$ cat src/ipd_pkg.sv
`timescale 1ns / 1ps
// ----------------------------------------------------------------------------
// ipd_pkg
// Shared types and constants of the image packet deframer.
// ----------------------------------------------------------------------------
package ipd_pkg;

    // field widths fixed by the packet format
    localparam int unsigned TALLY_W = 17;
    localparam int unsigned LEN_W   = 16;

    // result queue depth, a power of two
    localparam int unsigned QUEUE_DEPTH = 4;
    localparam int unsigned QPTR_W      = $clog2(QUEUE_DEPTH);
    localparam int unsigned QCNT_W      = $clog2(QUEUE_DEPTH + 1);

    // header magic bytes
    localparam logic [7:0] MAGIC0 = 8'h4B;
    localparam logic [7:0] MAGIC1 = 8'h49;

    // tally after the header packet
    localparam logic [TALLY_W-1:0] HDR_TALLY = 17'd12;

    // byte positions inside the header packet
    localparam int unsigned POS_MAGIC0  = 0;
    localparam int unsigned POS_MAGIC1  = 1;
    localparam int unsigned POS_WIDTH   = 2;
    localparam int unsigned POS_HEIGHT  = 3;
    localparam int unsigned POS_LEN_HI  = 4;
    localparam int unsigned POS_LEN_LO  = 5;
    localparam int unsigned POS_CHECK   = 6;
    localparam int unsigned HDR_LAST_COLOUR = 18;

    // last colour byte inside a colour packet
    localparam int unsigned PKT_LAST_COLOUR = 17;

    // offset inside an rgb triple
    localparam logic [1:0] OFF_RED   = 2'd0;
    localparam logic [1:0] OFF_GREEN = 2'd1;
    localparam logic [1:0] OFF_BLUE  = 2'd2;

    typedef enum logic [2:0] {
        PH_HEADER  = 3'd0,
        PH_COLOUR1 = 3'd1,
        PH_COLOUR2 = 3'd2,
        PH_DATA    = 3'd3,
        PH_DONE    = 3'd4
    } phase_t;

    typedef enum logic [1:0] {
        KIND_START  = 2'd0,
        KIND_COLOUR = 2'd1,
        KIND_PIXEL  = 2'd2,
        KIND_DONE   = 2'd3
    } kind_t;

    typedef struct packed {
        kind_t       kind;
        logic [7:0]  img_wide;
        logic [7:0]  img_tall;
        logic [3:0]  colour_slot;
        logic [23:0] colour_rgb;
        logic [7:0]  pixel_byte;
        logic [7:0]  final_sum;
        logic        sum_ok;
        logic        last;
    } res_t;

    // results produced by one byte, in delivery order
    typedef struct packed {
        logic one;
        logic two;
        res_t res0;
        res_t res1;
    } push_t;

endpackage

$ cat src/ipd_core.sv
`timescale 1ns / 1ps
// ----------------------------------------------------------------------------
// ipd_core
// Packet position counter, header capture, colour assembly, data checksum
// and length tally. Turns one accepted byte into zero, one or two results.
// ----------------------------------------------------------------------------
module ipd_core #(
    parameter int unsigned PACKET_BYTES = 20
) (
    input  logic          clk,
    input  logic          rst_n,
    input  logic          accept,
    input  logic [7:0]    rx_byte,
    output ipd_pkg::push_t push
);

    localparam int unsigned POS_W = $clog2(PACKET_BYTES);

    typedef logic [ipd_pkg::TALLY_W:0] wide_t;

    ipd_pkg::phase_t              phase_reg, phase_next;
    logic [POS_W-1:0]             pos_reg, pos_next;
    logic                         magic_reg, magic_next;
    logic [7:0]                   width_reg, width_next;
    logic [7:0]                   height_reg, height_next;
    logic [ipd_pkg::LEN_W-1:0]    len_reg, len_next;
    logic [7:0]                   expect_reg, expect_next;
    logic [7:0]                   sum_reg, sum_next;
    logic [ipd_pkg::TALLY_W-1:0]  tally_reg, tally_next;
    logic [15:0]                  acc_reg, acc_next;
    logic [3:0]                   ccount_reg, ccount_next;
    logic [1:0]                   off_reg, off_next;

    logic                         pkt_end;
    logic                         col_byte;
    logic                         advance;
    logic                         col_hit, start_hit, pix_hit, done_hit;
    logic                         match;
    logic [ipd_pkg::TALLY_W-1:0]  tally_adv;
    wide_t                        tally_pos;
    ipd_pkg::res_t                col_res, start_res, pix_res, done_res;

    assign pkt_end   = (pos_reg == POS_W'(PACKET_BYTES - 1));
    assign tally_adv = tally_reg + ipd_pkg::TALLY_W'(PACKET_BYTES);
    assign tally_pos = wide_t'(tally_reg) + wide_t'(pos_reg) + wide_t'(1);
    assign match     = (sum_next == expect_reg);

    // per-byte state update
    always_comb
    begin
        phase_next  = phase_reg;
        pos_next    = pos_reg;
        magic_next  = magic_reg;
        width_next  = width_reg;
        height_next = height_reg;
        len_next    = len_reg;
        expect_next = expect_reg;
        sum_next    = sum_reg;
        tally_next  = tally_reg;
        acc_next    = acc_reg;
        ccount_next = ccount_reg;
        off_next    = off_reg;
        col_byte    = 1'b0;
        advance     = 1'b0;
        start_hit   = 1'b0;
        pix_hit     = 1'b0;
        done_hit    = 1'b0;
        if (accept)
        begin
            unique case (phase_reg)
                ipd_pkg::PH_HEADER:
                begin
                    advance = 1'b1;
                    priority if (pos_reg == POS_W'(ipd_pkg::POS_MAGIC0))
                    begin
                        magic_next  = (rx_byte == ipd_pkg::MAGIC0);
                        ccount_next = 4'd0;
                    end
                    else if (pos_reg == POS_W'(ipd_pkg::POS_MAGIC1))
                    begin
                        magic_next = magic_reg && (rx_byte == ipd_pkg::MAGIC1);
                    end
                    else if (magic_reg)
                    begin
                        priority if (pos_reg == POS_W'(ipd_pkg::POS_WIDTH))
                            width_next = rx_byte;
                        else if (pos_reg == POS_W'(ipd_pkg::POS_HEIGHT))
                            height_next = rx_byte;
                        else if (pos_reg == POS_W'(ipd_pkg::POS_LEN_HI))
                            len_next = {rx_byte, len_reg[7:0]};
                        else if (pos_reg == POS_W'(ipd_pkg::POS_LEN_LO))
                            len_next = {len_reg[15:8], rx_byte};
                        else if (pos_reg == POS_W'(ipd_pkg::POS_CHECK))
                            expect_next = rx_byte;
                        else if (pos_reg <= POS_W'(ipd_pkg::HDR_LAST_COLOUR))
                            col_byte = 1'b1;
                        else
                            col_byte = 1'b0;
                    end
                    else
                    begin
                        col_byte = 1'b0;
                    end
                    if (pkt_end && magic_reg)
                    begin
                        tally_next = ipd_pkg::HDR_TALLY;
                        phase_next = ipd_pkg::PH_COLOUR1;
                    end
                end
                ipd_pkg::PH_COLOUR1, ipd_pkg::PH_COLOUR2:
                begin
                    advance  = 1'b1;
                    col_byte = (pos_reg <= POS_W'(ipd_pkg::PKT_LAST_COLOUR));
                    if (pkt_end)
                    begin
                        tally_next = tally_adv;
                        if (phase_reg == ipd_pkg::PH_COLOUR2)
                        begin
                            start_hit  = 1'b1;
                            sum_next   = 8'd0;
                            phase_next = ipd_pkg::PH_DATA;
                        end
                        else
                        begin
                            phase_next = ipd_pkg::PH_COLOUR2;
                        end
                    end
                end
                ipd_pkg::PH_DATA:
                begin
                    advance  = 1'b1;
                    sum_next = sum_reg + rx_byte;
                    pix_hit  = (tally_pos <= wide_t'(len_reg));
                    if (pkt_end)
                    begin
                        tally_next = tally_adv;
                        if (tally_adv >= ipd_pkg::TALLY_W'(len_reg))
                        begin
                            done_hit   = 1'b1;
                            phase_next = match ? ipd_pkg::PH_DONE : ipd_pkg::PH_HEADER;
                        end
                    end
                end
                default:
                begin
                    advance = 1'b0;
                end
            endcase

            // colour triple assembly
            if (col_byte)
            begin
                unique case (off_reg)
                    ipd_pkg::OFF_RED:   acc_next = {8'd0, rx_byte};
                    ipd_pkg::OFF_GREEN: acc_next = {acc_reg[7:0], rx_byte};
                    default:            ccount_next = ccount_next + 4'd1;
                endcase
                off_next = (off_reg == ipd_pkg::OFF_BLUE) ? ipd_pkg::OFF_RED
                                                          : off_reg + 2'd1;
            end

            // position within the packet
            if (advance)
            begin
                if (pkt_end)
                begin
                    pos_next = '0;
                    off_next = ipd_pkg::OFF_RED;
                end
                else
                begin
                    pos_next = pos_reg + POS_W'(1);
                end
            end
        end
    end

    assign col_hit = col_byte && (off_reg == ipd_pkg::OFF_BLUE);

    // candidate results
    always_comb
    begin
        col_res             = '0;
        col_res.kind        = ipd_pkg::KIND_COLOUR;
        col_res.colour_slot = ccount_reg;
        col_res.colour_rgb  = {acc_reg, rx_byte};
        col_res.last        = 1'b1;

        start_res           = '0;
        start_res.kind      = ipd_pkg::KIND_START;
        start_res.img_wide  = width_reg;
        start_res.img_tall  = height_reg;
        start_res.last      = 1'b1;

        pix_res             = '0;
        pix_res.kind        = ipd_pkg::KIND_PIXEL;
        pix_res.pixel_byte  = rx_byte;
        pix_res.last        = !done_hit;

        done_res            = '0;
        done_res.kind       = ipd_pkg::KIND_DONE;
        done_res.final_sum  = sum_next;
        done_res.sum_ok     = match;
        done_res.last       = 1'b1;
    end

    // result ordering: image byte before transfer done
    always_comb
    begin
        push.one  = col_hit || start_hit || pix_hit || done_hit;
        push.two  = pix_hit && done_hit;
        push.res1 = done_res;
        priority if (col_hit)
            push.res0 = col_res;
        else if (start_hit)
            push.res0 = start_res;
        else if (pix_hit)
            push.res0 = pix_res;
        else
            push.res0 = done_res;
    end

    // state registers
    always_ff @(posedge clk or negedge rst_n)
    begin
        if (!rst_n)
        begin
            phase_reg  <= ipd_pkg::PH_HEADER;
            pos_reg    <= '0;
            magic_reg  <= 1'b0;
            width_reg  <= 8'd0;
            height_reg <= 8'd0;
            len_reg    <= '0;
            expect_reg <= 8'd0;
            sum_reg    <= 8'd0;
            tally_reg  <= '0;
            acc_reg    <= 16'd0;
            ccount_reg <= 4'd0;
            off_reg    <= ipd_pkg::OFF_RED;
        end
        else
        begin
            phase_reg  <= phase_next;
            pos_reg    <= pos_next;
            magic_reg  <= magic_next;
            width_reg  <= width_next;
            height_reg <= height_next;
            len_reg    <= len_next;
            expect_reg <= expect_next;
            sum_reg    <= sum_next;
            tally_reg  <= tally_next;
            acc_reg    <= acc_next;
            ccount_reg <= ccount_next;
            off_reg    <= off_next;
        end
    end

endmodule

$ cat src/ipd_queue.sv
`timescale 1ns / 1ps
// ----------------------------------------------------------------------------
// ipd_queue
// Small result queue: takes up to two results a cycle, gives one a cycle
// while head_ready is high. Reports room while at least two entries are free.
// ----------------------------------------------------------------------------
module ipd_queue (
    input  logic                         clk,
    input  logic                         rst_n,
    input  ipd_pkg::push_t               push,
    output logic                         room,
    output logic [ipd_pkg::QCNT_W-1:0]   level,
    output logic                         head_valid,
    input  logic                         head_ready,
    output ipd_pkg::res_t                head
);

    ipd_pkg::res_t                entries_reg [ipd_pkg::QUEUE_DEPTH];
    logic [ipd_pkg::QPTR_W-1:0]   wr_ptr_reg, wr_ptr_next;
    logic [ipd_pkg::QPTR_W-1:0]   rd_ptr_reg, rd_ptr_next;
    logic [ipd_pkg::QCNT_W-1:0]   count_reg, count_next;
    logic [ipd_pkg::QPTR_W-1:0]   wr_ptr_two;
    logic                         pop;

    assign pop        = head_valid && head_ready;
    assign head_valid = (count_reg != '0);
    assign head       = entries_reg[rd_ptr_reg];
    assign room       = (count_reg <= ipd_pkg::QCNT_W'(ipd_pkg::QUEUE_DEPTH - 2));
    assign level      = count_reg;
    assign wr_ptr_two = wr_ptr_reg + ipd_pkg::QPTR_W'(1);

    // pointer and fill count update
    always_comb
    begin
        wr_ptr_next = wr_ptr_reg + ipd_pkg::QPTR_W'(push.one)
                                 + ipd_pkg::QPTR_W'(push.two);
        rd_ptr_next = rd_ptr_reg + ipd_pkg::QPTR_W'(pop);
        count_next  = count_reg + ipd_pkg::QCNT_W'(push.one)
                                + ipd_pkg::QCNT_W'(push.two)
                                - ipd_pkg::QCNT_W'(pop);
    end

    // entry storage
    always_ff @(posedge clk)
    begin
        if (push.one)
            entries_reg[wr_ptr_reg] <= push.res0;
        if (push.two)
            entries_reg[wr_ptr_two] <= push.res1;
    end

    always_ff @(posedge clk or negedge rst_n)
    begin
        if (!rst_n)
        begin
            wr_ptr_reg <= '0;
            rd_ptr_reg <= '0;
            count_reg  <= '0;
        end
        else
        begin
            wr_ptr_reg <= wr_ptr_next;
            rd_ptr_reg <= rd_ptr_next;
            count_reg  <= count_next;
        end
    end

endmodule

$ cat src/image_packet_deframer.sv
`timescale 1ns / 1ps
// ----------------------------------------------------------------------------
// image_packet_deframer
// Splits a received byte stream into fixed-size packets: header, two colour
// packets, then image data with a running 8-bit checksum.
// ----------------------------------------------------------------------------
// One received byte is taken per clock cycle while rx_ready is high. Its
// results are written into a four-entry result queue at the same edge, and
// the first of them reaches the result port behind any older results; the
// queue delivers one result per cycle while res_ready is high. A byte is
// taken while the queue has two free entries, so with the result side always
// ready the block runs at one byte per cycle; the only byte that causes two
// results (an image byte together with transfer done) adds one entry that
// drains in the next cycle without a result. After a transfer done with a
// matching checksum the block swallows all further bytes until reset.
module image_packet_deframer #(
    parameter int unsigned PACKET_BYTES = 20
) (
    input  logic        clk,
    input  logic        rst_n,
    input  logic        rx_valid,
    output logic        rx_ready,
    input  logic [7:0]  rx_byte,
    output logic        res_valid,
    input  logic        res_ready,
    output logic [1:0]  kind,
    output logic [7:0]  img_wide,
    output logic [7:0]  img_tall,
    output logic [3:0]  colour_slot,
    output logic [23:0] colour_rgb,
    output logic [7:0]  pixel_byte,
    output logic [7:0]  final_sum,
    output logic        sum_ok,
    output logic        last
);

    logic                         accept;
    ipd_pkg::push_t               push;
    ipd_pkg::res_t                head;
    logic [ipd_pkg::QCNT_W-1:0]   level;
    logic                         locked_done;

    assign accept = rx_valid && rx_ready;

    // packet decoding
    ipd_core #(
        .PACKET_BYTES (PACKET_BYTES)
    ) u_core (
        .clk     (clk),
        .rst_n   (rst_n),
        .accept  (accept),
        .rx_byte (rx_byte),
        .push    (push)
    );

    // result queue
    ipd_queue u_queue (
        .clk        (clk),
        .rst_n      (rst_n),
        .push       (push),
        .room       (rx_ready),
        .level      (level),
        .head_valid (res_valid),
        .head_ready (res_ready),
        .head       (head)
    );

    // result fields
    assign kind        = head.kind;
    assign img_wide    = head.img_wide;
    assign img_tall    = head.img_tall;
    assign colour_slot = head.colour_slot;
    assign colour_rgb  = head.colour_rgb;
    assign pixel_byte  = head.pixel_byte;
    assign final_sum   = head.final_sum;
    assign sum_ok      = head.sum_ok;
    assign last        = head.last;

    // a matching transfer done in this cycle
    assign locked_done = (push.two && push.res1.sum_ok)
                      || (push.one && !push.two
                          && push.res0.kind == ipd_pkg::KIND_DONE && push.res0.sum_ok);

    // checks
    a_two_needs_one: assert property (@(posedge clk) disable iff (!rst_n)
        push.two |-> push.one && !push.res0.last)
        else $error("second result without a first one");

    a_queue_bound: assert property (@(posedge clk) disable iff (!rst_n)
        level <= ipd_pkg::QCNT_W'(ipd_pkg::QUEUE_DEPTH))
        else $error("result queue overfilled");

    a_done_locks: assert property (@(posedge clk) disable iff (!rst_n)
        locked_done |=> !push.one)
        else $error("result after a matching transfer done");

    a_push_on_accept: assert property (@(posedge clk) disable iff (!rst_n)
        push.one |-> accept)
        else $error("result without an accepted byte");

endmodule

$ cat config.mk
export PLATFORM = sky130hd
export DESIGN_NAME = image_packet_deframer
export DESIGN_NICKNAME = d
export VERILOG_FILES = /design/src/ipd_pkg.sv /design/src/ipd_core.sv /design/src/ipd_queue.sv /design/src/image_packet_deframer.sv
export SDC_FILE = /design/constraint.sdc
export NUM_CORES = 1
export LEC_CHECK = 0
export BUFFER_PORTS_ARGS = -buffer_cell sky130_fd_sc_hd__buf_2
export CAP_MARGIN = 20
export CELL_PAD_IN_SITES_DETAIL_PLACEMENT = 2
export CELL_PAD_IN_SITES_GLOBAL_PLACEMENT = 2
export CORE_ASPECT_RATIO = 2
export CORE_MARGIN = 10
export CORE_UTILIZATION = 42
export CTS_BUF_LIST = sky130_fd_sc_hd__clkbuf_8
export DETAILED_ROUTE_END_ITERATION = 8
export PLACE_DENSITY = 0.78
export SYNTH_ARGS = -nofsm -noshare
export SYNTH_HDL_FRONTEND = slang
export SYNTH_HIERARCHICAL = 1
export SYNTH_SLANG_ARGS = --single-unit
$ cat constraint.sdc
create_clock -name clk -period 7.85 [get_ports clk]
set_input_delay 1.57 -clock clk [delete_from_list [all_inputs] [get_ports clk]]
set_output_delay 1.57 -clock clk [all_outputs]
set_load 0.01 [all_outputs]
==> out/results.ini <==
[status]
outcome = finished, final reports clean

[yosys]
syn_area_um2 = 19500
synth.distinct_cells = 70
ys_seq_elements = 357
synth_top_area_share = 0.393
netlist_instances = 1409
async_reset_ff_frac = 0.283
synth.area.top_cells = edfxtp_1 (39%), mux2_2 (14%), dfrtp_1 (13%)
synth_most_common_cell = edfxtp_1
synth_warnings = 6
synth-main-ff-cell = edfxtp_1
ys_seq_area_frac = 0.523
ys_top_cells_by_count = edfxtp_1 (256), mux2_2 (243), dfrtp_1 (101), buf_4 (84), mux4_2 (64)
avgSynthCellArea_um2 = 13.9
synth_edf_count = 256
yosysTopAreaCell = edfxtp_1

[power_and_ir_drop]
power.leakage_nw = 9.14
power_density_nw_per_um2 = 209
netSwitchingFraction = 0.299
clkPwrFrac = 0.343
p_total_w = 0.00445
ir_drop_mv = 0.171
seqPwrFrac = 0.488
p_int_w = 0.00312
combPwrFrac = 0.170
p_switching_w = 0.00133

[sta]
finalCritPeriodShare = 0.781
max_slew_margin = 0.251
fin_tns_setup_ps = 0
period_minus_slack_ps = 6130
rsz0062_at_grt = false
finalMaxSlewViolations = 0
timing.fmax_ghz = 0.163
skew_ps = 30.4
setup_violations = 0
hold_ws_ps = 503
hold_violations = 0
worstMarginPinSlew_ps = 1120

[cts]
cts_hold_buf = 0
post_cts_buffers = 0
cts_tree = built
path_clk_slew_ps = 70
cts_root_buf = clkbuf_8
clock_sinks = 357
ctsLongestPathBuffers = 3
htreeDepth = 2
clk_latency_ps = 630
numCtsBuffers = 53
cts-resized-gates = 0

[floorplanning]
die_h_um = 325
placeableCoreArea_um2 = 46000
start_util = 0.425
die_w_um = 173
ios = 78
core.rowCount = 111
dieArea_um2 = 56100

[worst_setup_path]
criticalPathCategory = reg -> reg
startpoint_type = flip-flop
crit_path_max_fanout = 33
worstPathRequired_ps = 8200
end_kind = flip-flop
cp-startpoint = u_core/pos_reg[2]
r2r-start = u_core/pos_reg[2]
critPathArrivalTime_ps = 6490

[routing]
viasPerCell = 5.63
first_pass_iters = 5
avgRoutedWirePerCell_um = 26.9
wl_um = 57700
ant_nets = 0
dr_total_vias = 12083
drt-initial-drc-count = 628
drc = 0

[global_routing]
use_met3 = 0.0236
met1_usage = 0.209
antenna_found_initial = 3
track_usage = 0.203
grt_pass1_vias = 14030
grt_pass1_wl_um = 88000
grt_max_degree = 67
grt-busiest-layer = met2
use_met2 = 0.402
grt-ovfl-total = 0

[finish]
syn_to_final_growth_pct = 9.01
final_cell_count_no_fill = 2147
final_core_util = 0.463
n_fill_cell = 4460
largest_reg_flops = 256
final_nets = 1544
drive_gt1_frac = 0.327

[hold_path]
holdCritStartpoint = u_core/width_reg[7]
hp-class = reg -> reg

[placed_design]
placed_cells = 2044
gp_congestion = 0.808
dp_hpwl_um = 37700
port_buffers = 77

[run]
maxCapViolCount = 0

layout make-up:
type | count | area (µm²) | share of cell area
Tap cell | 621 | 777 | 0.0365
Antenna cell | 2 | 5.00 | 0.000235
Clock buffer | 61 | 840 | 0.0394
Clock inverter | 39 | 196 | 0.00922
Sequential cell | 357 | 10200 | 0.480
Inverter | 49 | 184 | 0.00863
Multi-Input combinational cell | 918 | 8500 | 0.399
Timing Repair Buffer | 100 | 586 | 0.0275
per-stage QoR:
step / area (µm²) / setup slack [ps]
6_report: 21300 / 1720
5_1_grt: 21300 / 1260
4_1_cts: 21300 / 1680
3_5_place_dp: 20300 / 1740
3_3_place_gp: 20300 / 1970
2_1_floorplan: 19700 / 995
per-layer routing:
layer / up-vias / part of all wire
li1: 5347 / -
met1: 6409 / 0.36
met2: 231 / 0.58
met3: 96 / 0.029
met4: 0 / 0.033
met5: - / 0
critical path, stage by stage (launching register included):
cell and delay, ps:
dfrtp_1 530, ha_1 410, a31oi_1 150, o21ai_0 380, nor2b_1 460, nand2_1 130, xnor2_1 150, ha_1 310
a21oi_1 160, nor2b_1 70, o21ai_0 150, a21oi_1 80, a211o_1 280, a211o_1 430, nor2_1 590, nand3_4 590
buf_4 550, mux2_1 430
cells in the final DEF, fill, tap and decap left out, drive strengths merged, types with 49 or more instances in the layout:
cell type	count
dfrtp	101
mux4	64
mux2	296
buf	100
edfxtp	256
conb	55
clkbuf	61
ha	49
nand2	53
inv	73
cell families after synthesis:
family | after synthesis | synth area share
muxes | 363 | 0.246
other | 2 | 0.000384
adders and majority gates | 53 | 0.0355
and+or+nand+nor | 265 | 0.0738
xor gates and xnor gates | 43 | 0.0193
DFF | 357 | 0.523
buffers and inverters | 187 | 0.0560
AOI/OAI and AO/OA | 139 | 0.0465
power groups by stage:
stage | Combinational (W) | Clock, W | Sequential [W]
5_1_grt | 0.000825 | 0.00164 | 0.00219
4_1_cts | 0.000765 | 0.00157 | 0.00217
3_5_place_dp | 0.000761 | 0 | 0.00222
2_1_floorplan | 0.000638 | 0 | 0.00208
3_3_place_gp | 0.000745 | 0 | 0.00221
6_report | 0.000754 | 0.00152 | 0.00217
final timing paths:
| path | to | slack [ps] | depth (start not counted) |
|---|---|---|---|
| max reg2reg | u_queue/entries_reg[0][49] | 1720 | 17 |
| min in group asynchronous | u_core/sum_reg[4] | 930 | 1 |
| max | u_queue/entries_reg[0][49] | 1720 | 17 |
| max in group asynchronous | u_queue/rd_ptr_reg[0] | 5390 | 2 |
| min reg2reg | u_core/width_reg[7] | 500 | 1 |
| min | u_core/width_reg[7] | 500 | 1 |
Note: power is estimated with default switching activity, not from simulation.
